==> config.mk <==
export PLATFORM = sky130hd
export DESIGN_NAME = fit_block_allocator
export DESIGN_NICKNAME = d
export VERILOG_FILES = /design/src/rtl/core/fab_pkg.sv /design/src/rtl/core/fit_block_allocator.sv /design/src/rtl/core/fab_cell.sv
export VERILOG_INCLUDE_DIRS = /design/src /design/src/rtl/core
export SDC_FILE = /design/constraint.sdc
export NUM_CORES = 2
export LEC_CHECK = 0
export ABC_AREA = 1
export BUFFER_PORTS_ARGS = -buffer_cell sky130_fd_sc_hd__buf_2
export CORE_UTILIZATION = 50
export CTS_CLUSTER_DIAMETER = 60
export CTS_CLUSTER_SIZE = 20
export DETAILED_ROUTE_END_ITERATION = 7
export PLACE_DENSITY = 0.64
export SLEW_MARGIN = 20
export SYNTH_ARGS = -nofsm -noshare
export SYNTH_HDL_FRONTEND = slang
export SYNTH_SLANG_ARGS = --single-unit
==> constraint.sdc <==
create_clock -name clk -period 3.85 [get_ports clk]
set_input_delay 0.385 -clock clk [delete_from_list [all_inputs] [get_ports clk]]
set_output_delay 0.385 -clock clk [all_outputs]
set_load 0.005 [all_outputs]
==> src/rtl/core/fit_block_allocator_defines.svh <==
// Assertion macros shared by the allocator RTL.
`ifndef FIT_BLOCK_ALLOCATOR_DEFINES_SVH
`define FIT_BLOCK_ALLOCATOR_DEFINES_SVH

// The consequent must hold in the same cycle as the antecedent.
`define FAB_ASSERT_SAME(label, ante, cons, msg) \
  label: assert property (@(posedge clk) disable iff (!rst_n) (ante) |-> (cons)) \
    else $error(msg);

// The consequent must hold in the cycle after the antecedent.
`define FAB_ASSERT_NEXT(label, ante, cons, msg) \
  label: assert property (@(posedge clk) disable iff (!rst_n) (ante) |=> (cons)) \
    else $error(msg);

`endif

==> src/rtl/core/fab_pkg.sv <==
package fab_pkg;

  localparam int SIZE_W = 16;

  // Operation codes of an input beat.
  localparam logic [1:0] OP_LOAD    = 2'd0;
  localparam logic [1:0] OP_ALLOC   = 2'd1;
  localparam logic [1:0] OP_RESTORE = 2'd2;

  // Placement policies. Code 3 acts as first fit.
  localparam logic [1:0] FIT_BEST  = 2'd0;
  localparam logic [1:0] FIT_WORST = 2'd1;
  localparam logic [1:0] FIT_FIRST = 2'd2;

  // Register select bit of the configuration address.
  localparam logic REG_FIT_MODE    = 1'b0;
  localparam logic REG_BLOCK_COUNT = 1'b1;

  localparam logic [1:0] FIT_MODE_RST    = 2'd0;
  localparam logic [4:0] BLOCK_COUNT_RST = 5'd16;

  typedef enum logic [1:0] {
    ST_IDLE,
    ST_SCAN,
    ST_DONE
  } fab_state_t;

  typedef enum logic [1:0] {
    CMD_NONE,
    CMD_LOAD,
    CMD_RESTORE,
    CMD_TAKE
  } fab_cmd_op_t;

  // Search token that walks down the row of cells.
  typedef struct packed {
    logic              valid;
    logic              found;
    logic [SIZE_W-1:0] pick_size;
    logic [SIZE_W-1:0] request;
  } fab_tok_t;

  // Table update broadcast to every cell.
  typedef struct packed {
    fab_cmd_op_t       op;
    logic [SIZE_W-1:0] value;
  } fab_cmd_t;

endpackage

==> src/rtl/core/fit_block_allocator.sv <==
// Memory placement allocator: holds the free and loaded sizes of BLOCKS memory blocks, one
// block per cell in a row of cells, and places allocate requests by best, worst or first fit
// (fit_mode), searching the first block_count blocks with ties going to the lowest index.
// A load or restore beat yields no result. An allocate beat sends its search token
// down the whole row, one cell per cycle; the pick is then captured in a hold register,
// and once the output register is free the chosen block is written back and the result
// register is loaded. The input stalls while an allocate is in flight; a finished result
// waits in the output register without holding up the next beat. Block sizes read as
// undefined until loaded, so every searched or restored block must be loaded first.
`include "fit_block_allocator_defines.svh"

module fit_block_allocator #(
  parameter int BLOCKS = 16
) (
  input  logic        clk,
  input  logic        rst_n,
  input  logic        in_valid,
  output logic        in_stall,
  input  logic [1:0]  in_operation,
  input  logic [3:0]  in_block_index,
  input  logic [15:0] in_size_value,
  output logic        out_valid,
  input  logic        out_stall,
  output logic        out_granted,
  output logic [3:0]  out_chosen_block,
  input  logic        psel,
  input  logic        penable,
  input  logic        pwrite,
  input  logic [2:0]  paddr,
  input  logic [31:0] pwdata,
  output logic [31:0] prdata,
  output logic        pready
);
  import fab_pkg::*;

  localparam int IDXW = $clog2(BLOCKS);

  fab_state_t        state_r;
  fab_state_t        state_nxt;
  logic [1:0]        fit_mode_r;
  logic [4:0]        block_count_r;
  logic              accept;
  logic              idx_ok;
  logic              slot_free;
  logic              out_load;
  logic              hold_found_r;
  logic [IDXW-1:0]   hold_pick_r;
  logic [SIZE_W-1:0] hold_req_r;
  logic              out_valid_r;
  logic              out_granted_r;
  logic [3:0]        out_chosen_block_r;
  fab_cmd_t          cmd;
  logic [IDXW-1:0]   cmd_idx;
  fab_tok_t          tok  [BLOCKS+1];
  logic [IDXW-1:0]   pick [BLOCKS+1];
  logic [BLOCKS-1:0] use_vec;
  logic [BLOCKS-1:0] tok_valid_vec;

  // Configuration port.
  assign pready = 1'b1;

  always_ff @(posedge clk) begin
    if (!rst_n) begin
      fit_mode_r    <= FIT_MODE_RST;
      block_count_r <= BLOCK_COUNT_RST;
    end else if (psel && penable && pwrite) begin
      unique case (paddr[2])
        REG_FIT_MODE:    fit_mode_r    <= pwdata[1:0];
        REG_BLOCK_COUNT: block_count_r <= pwdata[4:0];
      endcase
    end
  end

  always_comb begin
    unique case (paddr[2])
      REG_FIT_MODE:    prdata = {30'd0, fit_mode_r};
      REG_BLOCK_COUNT: prdata = {27'd0, block_count_r};
    endcase
  end

  // Row of cells.
  assign accept = in_valid && !in_stall;
  assign idx_ok = (32'(in_block_index) < BLOCKS);

  always_comb begin
    tok[0].valid     = accept && (in_operation == OP_ALLOC);
    tok[0].found     = 1'b0;
    tok[0].pick_size = '0;
    tok[0].request   = in_size_value;
    pick[0]          = '0;
  end

  for (genvar g = 0; g < BLOCKS; g++) begin : g_cell
    // A block count above BLOCKS simply enables every cell.
    assign use_vec[g]       = (32'(block_count_r) > g);
    assign tok_valid_vec[g] = tok[g+1].valid;

    fab_cell #(
      .BLOCKS (BLOCKS),
      .INDEX  (g)
    ) u_cell (
      .clk      (clk),
      .rst_n    (rst_n),
      .in_use   (use_vec[g]),
      .fit_mode (fit_mode_r),
      .cmd      (cmd),
      .cmd_idx  (cmd_idx),
      .tok_in   (tok[g]),
      .pick_in  (pick[g]),
      .tok_out  (tok[g+1]),
      .pick_out (pick[g+1])
    );
  end

  // Sequencer.
  assign slot_free = !out_valid_r || !out_stall;

  always_ff @(posedge clk) begin
    if (!rst_n) begin
      state_r <= ST_IDLE;
    end else begin
      state_r <= state_nxt;
    end
  end

  always_comb begin
    state_nxt = state_r;
    unique case (state_r)
      ST_IDLE: begin
        if (accept && (in_operation == OP_ALLOC)) begin
          state_nxt = ST_SCAN;
        end
      end
      ST_SCAN: begin
        if (tok[BLOCKS].valid) begin
          state_nxt = ST_DONE;
        end
      end
      ST_DONE: begin
        if (slot_free) begin
          state_nxt = ST_IDLE;
        end
      end
      default: state_nxt = ST_IDLE;
    endcase
  end

  always_comb begin
    in_stall  = 1'b1;
    out_load  = 1'b0;
    cmd.op    = CMD_NONE;
    cmd.value = in_size_value;
    cmd_idx   = IDXW'(in_block_index);
    unique case (state_r)
      ST_IDLE: begin
        in_stall = 1'b0;
        if (in_valid && (in_operation == OP_LOAD) && idx_ok) begin
          cmd.op = CMD_LOAD;
        end else if (in_valid && (in_operation == OP_RESTORE)) begin
          cmd.op = CMD_RESTORE;
        end
      end
      ST_DONE: begin
        if (slot_free) begin
          out_load  = 1'b1;
          cmd.value = hold_req_r;
          cmd_idx   = hold_pick_r;
          if (hold_found_r) begin
            cmd.op = CMD_TAKE;
          end
        end
      end
      default: begin
      end
    endcase
  end

  always_ff @(posedge clk) begin
    if ((state_r == ST_SCAN) && tok[BLOCKS].valid) begin
      hold_found_r <= tok[BLOCKS].found;
      hold_pick_r  <= pick[BLOCKS];
      hold_req_r   <= tok[BLOCKS].request;
    end
  end

  // Result register.
  always_ff @(posedge clk) begin
    if (!rst_n) begin
      out_valid_r <= 1'b0;
    end else if (out_load) begin
      out_valid_r <= 1'b1;
    end else if (!out_stall) begin
      out_valid_r <= 1'b0;
    end
  end

  always_ff @(posedge clk) begin
    if (out_load) begin
      out_granted_r      <= hold_found_r;
      out_chosen_block_r <= hold_found_r ? 4'(hold_pick_r) : 4'd0;
    end
  end

  assign out_valid        = out_valid_r;
  assign out_granted      = out_granted_r;
  assign out_chosen_block = out_chosen_block_r;

  `FAB_ASSERT_SAME(a_single_token, 1'b1, $countones(tok_valid_vec) <= 1, "more than one search token in the row")
  `FAB_ASSERT_SAME(a_tail_in_scan, tok[BLOCKS].valid, state_r == ST_SCAN, "search token left the row outside a scan")
  `FAB_ASSERT_NEXT(a_alloc_scans, accept && (in_operation == OP_ALLOC), state_r == ST_SCAN, "allocate beat did not start a scan")
  `FAB_ASSERT_SAME(a_denied_zero, out_valid_r && !out_granted_r, out_chosen_block_r == 4'd0, "denied result carries a block index")

endmodule

==> src/rtl/core/fab_cell.sv <==
module fab_cell #(
  parameter int BLOCKS = 16,
  parameter int INDEX  = 0
) (
  input  logic                          clk,
  input  logic                          rst_n,
  input  logic                          in_use,
  input  logic [1:0]                    fit_mode,
  input  fab_pkg::fab_cmd_t             cmd,
  input  logic [$clog2(BLOCKS)-1:0]     cmd_idx,
  input  fab_pkg::fab_tok_t             tok_in,
  input  logic [$clog2(BLOCKS)-1:0]     pick_in,
  output fab_pkg::fab_tok_t             tok_out,
  output logic [$clog2(BLOCKS)-1:0]     pick_out
);
  import fab_pkg::*;

  localparam int IDXW = $clog2(BLOCKS);

  logic [SIZE_W-1:0] free_r;
  logic [SIZE_W-1:0] loaded_r;
  logic              tok_valid_r;
  fab_tok_t          tok_r;
  fab_tok_t          tok_nxt;
  logic [IDXW-1:0]   pick_r;
  logic [IDXW-1:0]   pick_nxt;
  logic              mine;
  logic              fits;
  logic              take;

  assign mine = (cmd_idx == IDXW'(INDEX));

  always_ff @(posedge clk) begin
    case (cmd.op)
      CMD_LOAD: begin
        if (mine) begin
          free_r   <= cmd.value;
          loaded_r <= cmd.value;
        end
      end
      CMD_RESTORE: begin
        if (in_use) begin
          free_r <= loaded_r;
        end
      end
      CMD_TAKE: begin
        if (mine) begin
          free_r <= free_r - cmd.value;
        end
      end
      default: begin
      end
    endcase
  end

  // Strict compares keep ties on the lower index, which the token saw first.
  always_comb begin
    fits = tok_in.valid && in_use && (free_r >= tok_in.request);
    take = 1'b0;
    if (fits) begin
      if (!tok_in.found) begin
        take = 1'b1;
      end else if (fit_mode == FIT_BEST) begin
        take = (free_r < tok_in.pick_size);
      end else if (fit_mode == FIT_WORST) begin
        take = (free_r > tok_in.pick_size);
      end
    end
    tok_nxt  = tok_in;
    pick_nxt = pick_in;
    if (take) begin
      tok_nxt.found     = 1'b1;
      tok_nxt.pick_size = free_r;
      pick_nxt          = IDXW'(INDEX);
    end
  end

  always_ff @(posedge clk) begin
    if (!rst_n) begin
      tok_valid_r <= 1'b0;
    end else begin
      tok_valid_r <= tok_in.valid;
    end
  end

  always_ff @(posedge clk) begin
    tok_r  <= tok_nxt;
    pick_r <= pick_nxt;
  end

  always_comb begin
    tok_out       = tok_r;
    tok_out.valid = tok_valid_r;
  end

  assign pick_out = pick_r;

endmodule
# Yosys cells after proc, flatten, opt, wreduce, memory -nomap -nowiden
# Cells that the tools add are included.
[classes] addsub=16 reduce_logical=82 muxes=159 magnitude_cmp=62 n_eq_ne=75 bitwise=1
[ops] cell="$mux W16" count=63
[ops] cell="$pmux W16 S3" count=16
[ops] cell="$ge A16 B16 Y1" count=16
[ops] cell="$sub A16 B16 Y16" count=16
[ops] cell="$gt A16 B16 Y1" count=15
[ops] cell="$lt A16 B16 Y1" count=15
[ops] cell="$ne A2 B1 Y1 const B" count=51
[ops] cell="$mux W1" count=67
[ops] cell="$pmux W32 S2" count=1
[ops] cell="$reduce_and A4 Y1" count=16
[ops] cell="$gt A5 B4 Y1 const B" count=8
[ops] cell="$logic_and A1 B1 Y1" count=39
[ops] cell="$reduce_and A2 Y1" count=18
[ops] cell="$eq A4 B4 Y1 const B" count=8
[ops] cell="$gt A5 B3 Y1 const B" count=4
[ops] cell="$mux W18" count=1
[ops] cell="$mux W17" count=1
[ops] cell="$eq A4 B3 Y1 const B" count=4
[ops] cell="$mux W2" count=6
[ops] cell="$gt A5 B1 Y1 const B" count=2
[ops] cell="$gt A5 B2 Y1 const B" count=2
[ops] cell="$eq A2 B1 Y1 const B" count=4
[ops] cell="$eq A2 B2 Y1 const B" count=4
[ops] cell="$eq A4 B2 Y1 const B" count=2
[ops] cell="12 further kinds" count=16
[word_totals] ff_bits=1125 inputBits=64 wordCells=514

# Logic depth before layout (Yosys ltp)
[logic_depth] ltp_word=8 depth_mapped=19 mapped_depth_nobuf=18

# Cells and area by module
# From an unflattened synthesis, not the netlist that was laid out.
[unflattened] hier_cells=8077 hier_area_um2=67755.0
[modules_own_cells] mod="fab_cell (g_cell[12].u_cell ...)" cells_per_inst=490 area_per_inst_um2=4106.4 instances=4 seq_area_each_um2=1721.7
[modules_own_cells] mod="fab_cell (g_cell[2].u_cell ...)" cells_per_inst=497 area_per_inst_um2=4135.2 instances=3 seq_area_each_um2=1721.7
[modules_own_cells] mod="fab_cell (g_cell[13].u_cell ...)" cells_per_inst=485 area_per_inst_um2=4113.9 instances=2 seq_area_each_um2=1721.7
[modules_own_cells] mod="fab_cell (g_cell[0].u_cell)" cells_per_inst=483 area_per_inst_um2=4131.5 instances=1 seq_area_each_um2=1721.7
[modules_own_cells] mod="fab_cell (g_cell[1].u_cell)" cells_per_inst=493 area_per_inst_um2=4120.2 instances=1 seq_area_each_um2=1721.7
[modules_own_cells] mod="fab_cell (g_cell[11].u_cell)" cells_per_inst=484 area_per_inst_um2=4111.4 instances=1 seq_area_each_um2=1721.7
[modules_own_cells] mod="fab_cell (g_cell[14].u_cell)" cells_per_inst=487 area_per_inst_um2=4105.2 instances=1 seq_area_each_um2=1721.7
[modules_own_cells] mod="fab_cell (g_cell[9].u_cell)" cells_per_inst=497 area_per_inst_um2=4105.2 instances=1 seq_area_each_um2=1721.7
[modules_own_cells] mod="fab_cell (g_cell[10].u_cell)" cells_per_inst=487 area_per_inst_um2=4098.9 instances=1 seq_area_each_um2=1721.7
[modules_own_cells] mod="fab_cell (g_cell[15].u_cell)" cells_per_inst=483 area_per_inst_um2=4038.9 instances=1 seq_area_each_um2=1721.7
[modules_own_cells] mod="fit_block_allocator" cells_per_inst=242 area_per_inst_um2=1984.4 instances=1 seq_area_each_um2=980.9

# Worst setup path after synthesis
# Ideal clock, no wire load.
[synth_timing] path_type="register to register" start="register state_r[0]" end="register g_cell[11].u_cell.free_r[15] (data pin)" arrival_time_ns=3.238 period_less_slack_ns=3.492 slack_ns=0.358 path_stages_with_launch=17 path_buffers=1 required_time_ns=3.595 setup_time_ns=0.255 cell_sequence="dfxtp_1 > inv_2 > nand2_1 > nor2_2 > buf_2 > o21ai_0 > inv_1 > ha_1 > inv_1 > nor2_1 > nand2_1 > nor2_1 > nand3_1 > nand2_1 > nand2_1 > nand3_1 > nand2_1"
[synth_lines] item="start: declaration" line="fit_block_allocator.sv:38" text="fab_state_t state_r;"
[synth_lines] item="start signal: assignment" line="fit_block_allocator.sv:122" text="state_r <= state_nxt;"
[synth_lines] item="end signal: assignment" line="fab_cell.sv:37" text="free_r <= cmd.value;"
[synth_lines] item="end signal: assignment" line="fab_cell.sv:43" text="free_r <= loaded_r;"
[synth_lines] item="end signal: assignment" line="fab_cell.sv:48" text="free_r <= free_r - cmd.value;"
[synth_lines] item="end: declaration" line="fab_cell.sv:20" text="logic [SIZE_W-1:0] free_r;"

# Worst setup path after layout
[layout_timing] start="register state_r[1]" end="register g_cell[5].u_cell.free_r[14] (data pin)"
[layout_via] elab_chain_cells=5 word_cells_on_any_way=11 cone_classes="1 x add/sub; 4 x eq/ne; 5 x mux; 1 x reduce/logical"
[layout_rtl] item="$eq A2 B2 Y1" line="fit_block_allocator.sv:154" text="unique case (state_r)"
[layout_rtl] item="$mux W16" line="fit_block_allocator.sv:154"
[layout_rtl] item="$sub A16 B16 Y16" line="fab_cell.sv:48"
[layout_rtl] item="$mux W16" line="fab_cell.sv:47" text="if (mine) begin"
[layout_rtl] item="$pmux W16 S3 *" line="fab_cell.sv:34" text="case (cmd.op)"
[layout_rtl] item="end signal: assignment" line="fab_cell.sv:37"
[layout_rtl] item="end signal: assignment" line="fab_cell.sv:43"
[layout_rtl] item="end signal: assignment" line="fab_cell.sv:48"
[layout_rtl] item="end: declaration" line="fab_cell.sv:20"
# Mark *: on every way between the ends. The rest lies on a longest branch, timed or not. The select of a mux whose other input is x is not followed.
# A chain may end at the register's enable or synchronous reset.

==> results.yml <==
sta:
  period_needed_ns: 3.48
  hold_viol_final: 0
  fin_crit_sh_pct: 90.5
  rsz0062_at_grt: "false"
  tightest_slew_ns: 1.17
  relSlewSlack_pct: 21.7
  fmax_mhz: 287
  skew_ns: 0.0348
  setup_viol: 0
  finalMaxSlewViolations: 0
  final.setup.tns_ns: 0
floorplan:
  ioPinCount: 104
  die-area_sq_um: 131000
  num_rows: 131
  die_w_microns: 362
  initial_utilization_pct: 50.6
  die_h_microns: 362
  coreArea_sq_um: 128000
drt:
  routedWlPerCell_microns: 23.5
  num_vias: 58800
  drt_wl_total_mm: 245
  drtIter0Drc: 6337
  ant_nets: 0
  routed_via_density: 5.62
  firstDrtPassIters: 8
  drc: 4
global_routing:
  antenna_found_initial: 14
  grt_overflow: 0
  grt_pass1_wl_mm: 352
  grt_use_total_pct: 36.9
  grt_start_max_net_pins: 133
  grt_pass1_vias: 53600
clock_tree:
  clkLatencyLatePin_ns: 0.74
  clk_pin_slew_ns: 0.07
  cts_root_buffer: "clkbuf_16"
  cts_buffer_depth: 3
  htreeDepth: 3
  cts_sinks: 1125
  post_cts_buffers: 0
  cts_buffers: 102
  cts_tree: "yes"
power:
  power_density_nw_per_um2: 406
  leakagePower_nw: 34.7
  switching_share_pct: 31.0
  combPwrFrac_pct: 15.7
  seq_power_share_pct: 45.7
  pwr-share-clk_pct: 38.6
  peakVddDrop_v: 0.000443
  p_int_mw: 20.3
  p_sw_mw: 9.14
  power.total_mw: 29.5
yosys:
  synth_mux_area_share_pct: 0
  ys_ff_latch: 1125
  synthAdderAreaFrac_pct: 11.7
  synth_top_family_by_area: "simple AND/OR/NAND/NOR gates"
  synth_ff_type: "dfxtp_1"
  synth_edf_count: 538
  ys_warn_count: 0
  ys_seq_area_share_pct: 43.1
  ys_types: 47
  synth_cells: 8420
  synth_area_per_cell_sq_um: 7.69
  synthSimpleGateAreaFrac_pct: 26.8
  synth_compound_area_share_pct: 8.85
  async_flop_share_pct: 0
  synth_area_sq_um: 64700
  synthXorXnorAreaFrac_pct: 0.446
placement:
  place.gp.congestion: 0.968
  dp_hpwl_mm: 182
  portBuffers: 46
min_path:
  hp-class: "in -> reg"
  holdPathEnd: "fit_mode_r[0]"
  min_from: "paddr[2]"
  whs_path_depth: 4
worst_setup_path:
  r2r-end: "g_cell[5].u_cell.free_r[14]"
  reg2reg_slack_ns: 0.37
  cp_max_fo: 22
  crit_type: "reg -> reg"
  crit_path_max_incr_delay_ns: 0.47
  cp-start-kind: "register"
  required_ns: 4.33
  rr_worst_depth: 15
  crit_slowest_cell: "dfxtp_1"
  startpoint: "state_r[1]"
  worstSetupEndpointType: "register"
  arrival_ns: 3.96
  timing.rr.start: "state_r[1]"
  crit_chain: "inv_2, nor2_8, buf_4, nand3_4, nand2_2, buf_4, nand2_1, nand2_1, nor2_2, nand3_1, nand3_1, nand2_1, nand3_1, nand3_1, nand2_1"
cells_and_area:
  area_growth_syn_to_layout_pct: 12.0
  finalNetCount: 9292
  fillerInstances: 12000
  drive_gt1_share_pct: 7.20
outcome:
  violations: "design-rule violations"
  run_status: "complete, but fails checks"
run:
  drv_cap: 0
[metrics by stage]
step / std cells / util, % / setup slack, ns / hold slack (ns) / instance area, sq um
CTS: 10400 / 56.6 / 0.446 / 0.0130 / 72500
finish: 10500 / 56.6 / 0.366 / 0.0701 / 72500
detailed placement: 10200 / 53.5 / 0.385 / 0.335 / 68500
global placement: 10200 / 53.5 / 0.392 / 0.340 / 68500
floorplan: 8446 / - / 0.358 / 0.331 / 64800
global route: 10400 / 56.6 / 0.225 / 0.113 / 72500
[layer usage]
layer	share of wire, %	global-route usage [%]	routed length [microns]
met5	0	0	0
met4	4.5	15.5	11100
met3	11	7.45	26900
met2	42	55.5	103000
met1	42	51.4	104000
[cell type report]
cell class / count / area (sq um) / area share, %
repair buffers: 272 / 2490 / 3.44
clock buffers: 118 / 2750 / 3.79
flip-flops and latches: 1125 / 27900 / 38.5
multi-input cells: 5824 / 31300 / 43.2
inverters: 1303 / 4900 / 6.75
clock inverters: 76 / 993 / 1.37
diodes: 6 / 15.0 / 0.0207
well taps: 1729 / 2160 / 2.98
[cell usage after synthesis (3+ instances only)]
cell      number  share of area (%)
a211oi_1      10               0.12
a21boi_0       9               0.10
a21oi_1      618                4.8
a21oi_2       13               0.18
a22oi_1       16               0.19
a31o_2         3              0.041
a31oi_1        9              0.087
and2_1        12               0.12
buf_1          6              0.035
buf_2         22               0.17
buf_4         46               0.53
buf_6          6               0.10
clkbuf_1     112               0.65
clkinv_1       8              0.046
dfxtp_1      587                 18
edfxtp_1     538                 25
fa_1           8               0.25
ha_1         592                 11
inv_1       1280                7.4
inv_2         15              0.087
nand2_1     2555                 15
nand2_2       22               0.21
nand2_4       11               0.19
nand3_1      873                6.7
nand3_2        4              0.062
nand3_4       11               0.30
nand4_1       65               0.63
nor2_1       414                2.4
nor2_2        37               0.36
nor3_1        67               0.52
nor3_2         4              0.062
nor4_1         5              0.048
o211ai_1      63               0.73
o21a_1        23               0.27
o21ai_0      213                1.6
o21ai_1       40               0.31
o21bai_1      26               0.30
o311ai_0       4              0.054
or2_2         29               0.28
xnor2_1       15               0.20
xor2_1        18               0.24
[cell families (layout without fill, tap and decap cells)]
logic type	after synthesis	in the layout
AOI/OAI and AO/OA	1051	1051
xor gates and xnor gates	33	33
adders and majority gates	600	600
buffers and inverters	1497	1769
DFF	1125	1125
other	2	34
and+or+nand+nor	4112	4112
[worst max-delay path: cells and delay by family, from the launching register on]
kind / cells / cell delay (ns)
DFF: 1 / 0.47
buffers and inverters: 3 / 0.79
and+or+nand+nor: 12 / 1.94
[sequential cells by signal (all words and copies together), names as in the netlist]
register	cells
hold_found_r	1
out_valid	1
g_cell.u_cell.loaded_r	256
out_chosen_block	4
hold_pick_r	4
fit_mode_r	2
block_count_r	5
hold_req_r	16
state_r	2
g_cell.u_cell.pick_out	49
g_cell.u_cell.free_r	256
g_cell.u_cell.tok_valid_r	16
g_cell.u_cell.tok_out	512
out_granted	1
[placed cells by master (no fill, tap or decap), types with 63 or more instances in the layout]
cell type,count
nand3_1,873
dfxtp_1,587
nor2_1,412
nand4_1,65
buf_4,164
ha_1,592
a21oi_1,618
edfxtp_1,538
inv_1,1278
nand2_1,2554
o21ai_0,209
o211ai_1,63
clkbuf_16,108
[power by group through the flow]
stage	sequential, mW	combinational [mW]	clock (mW)
after global routing	13.5	5.15	11.9
final	13.5	4.63	11.4
after floorplan	13.5	2.96	0
after global placement	13.7	4.41	0
after CTS	13.5	4.54	11.5
after detailed placement	13.7	4.50	0
[how the worst max path moves through the flow]
stage | to | slack [ns] | depth (start not counted)
floorplan | g_cell[11].u_cell.free_r[15] | 0.36 | 16
global placement | g_cell[6].u_cell.free_r[12] | 0.39 | 18
detailed placement | g_cell[6].u_cell.free_r[12] | 0.39 | 18
CTS | g_cell[4].u_cell.free_r[14] | 0.45 | 15
global route | g_cell[3].u_cell.free_r[14] | 0.22 | 15
finish | g_cell[5].u_cell.free_r[14] | 0.37 | 15
[what timing repair did]
| item | CTS | global route |
|---|---|---|
| resized for setup | 0 | 0 |
| endpoints found under the setup margin | 0 | 0 |
| hold endpoints to repair | 22 | 0 |
| hold buffers | 21 | 0 |
Note: power is estimated with default switching activity, not from simulation.
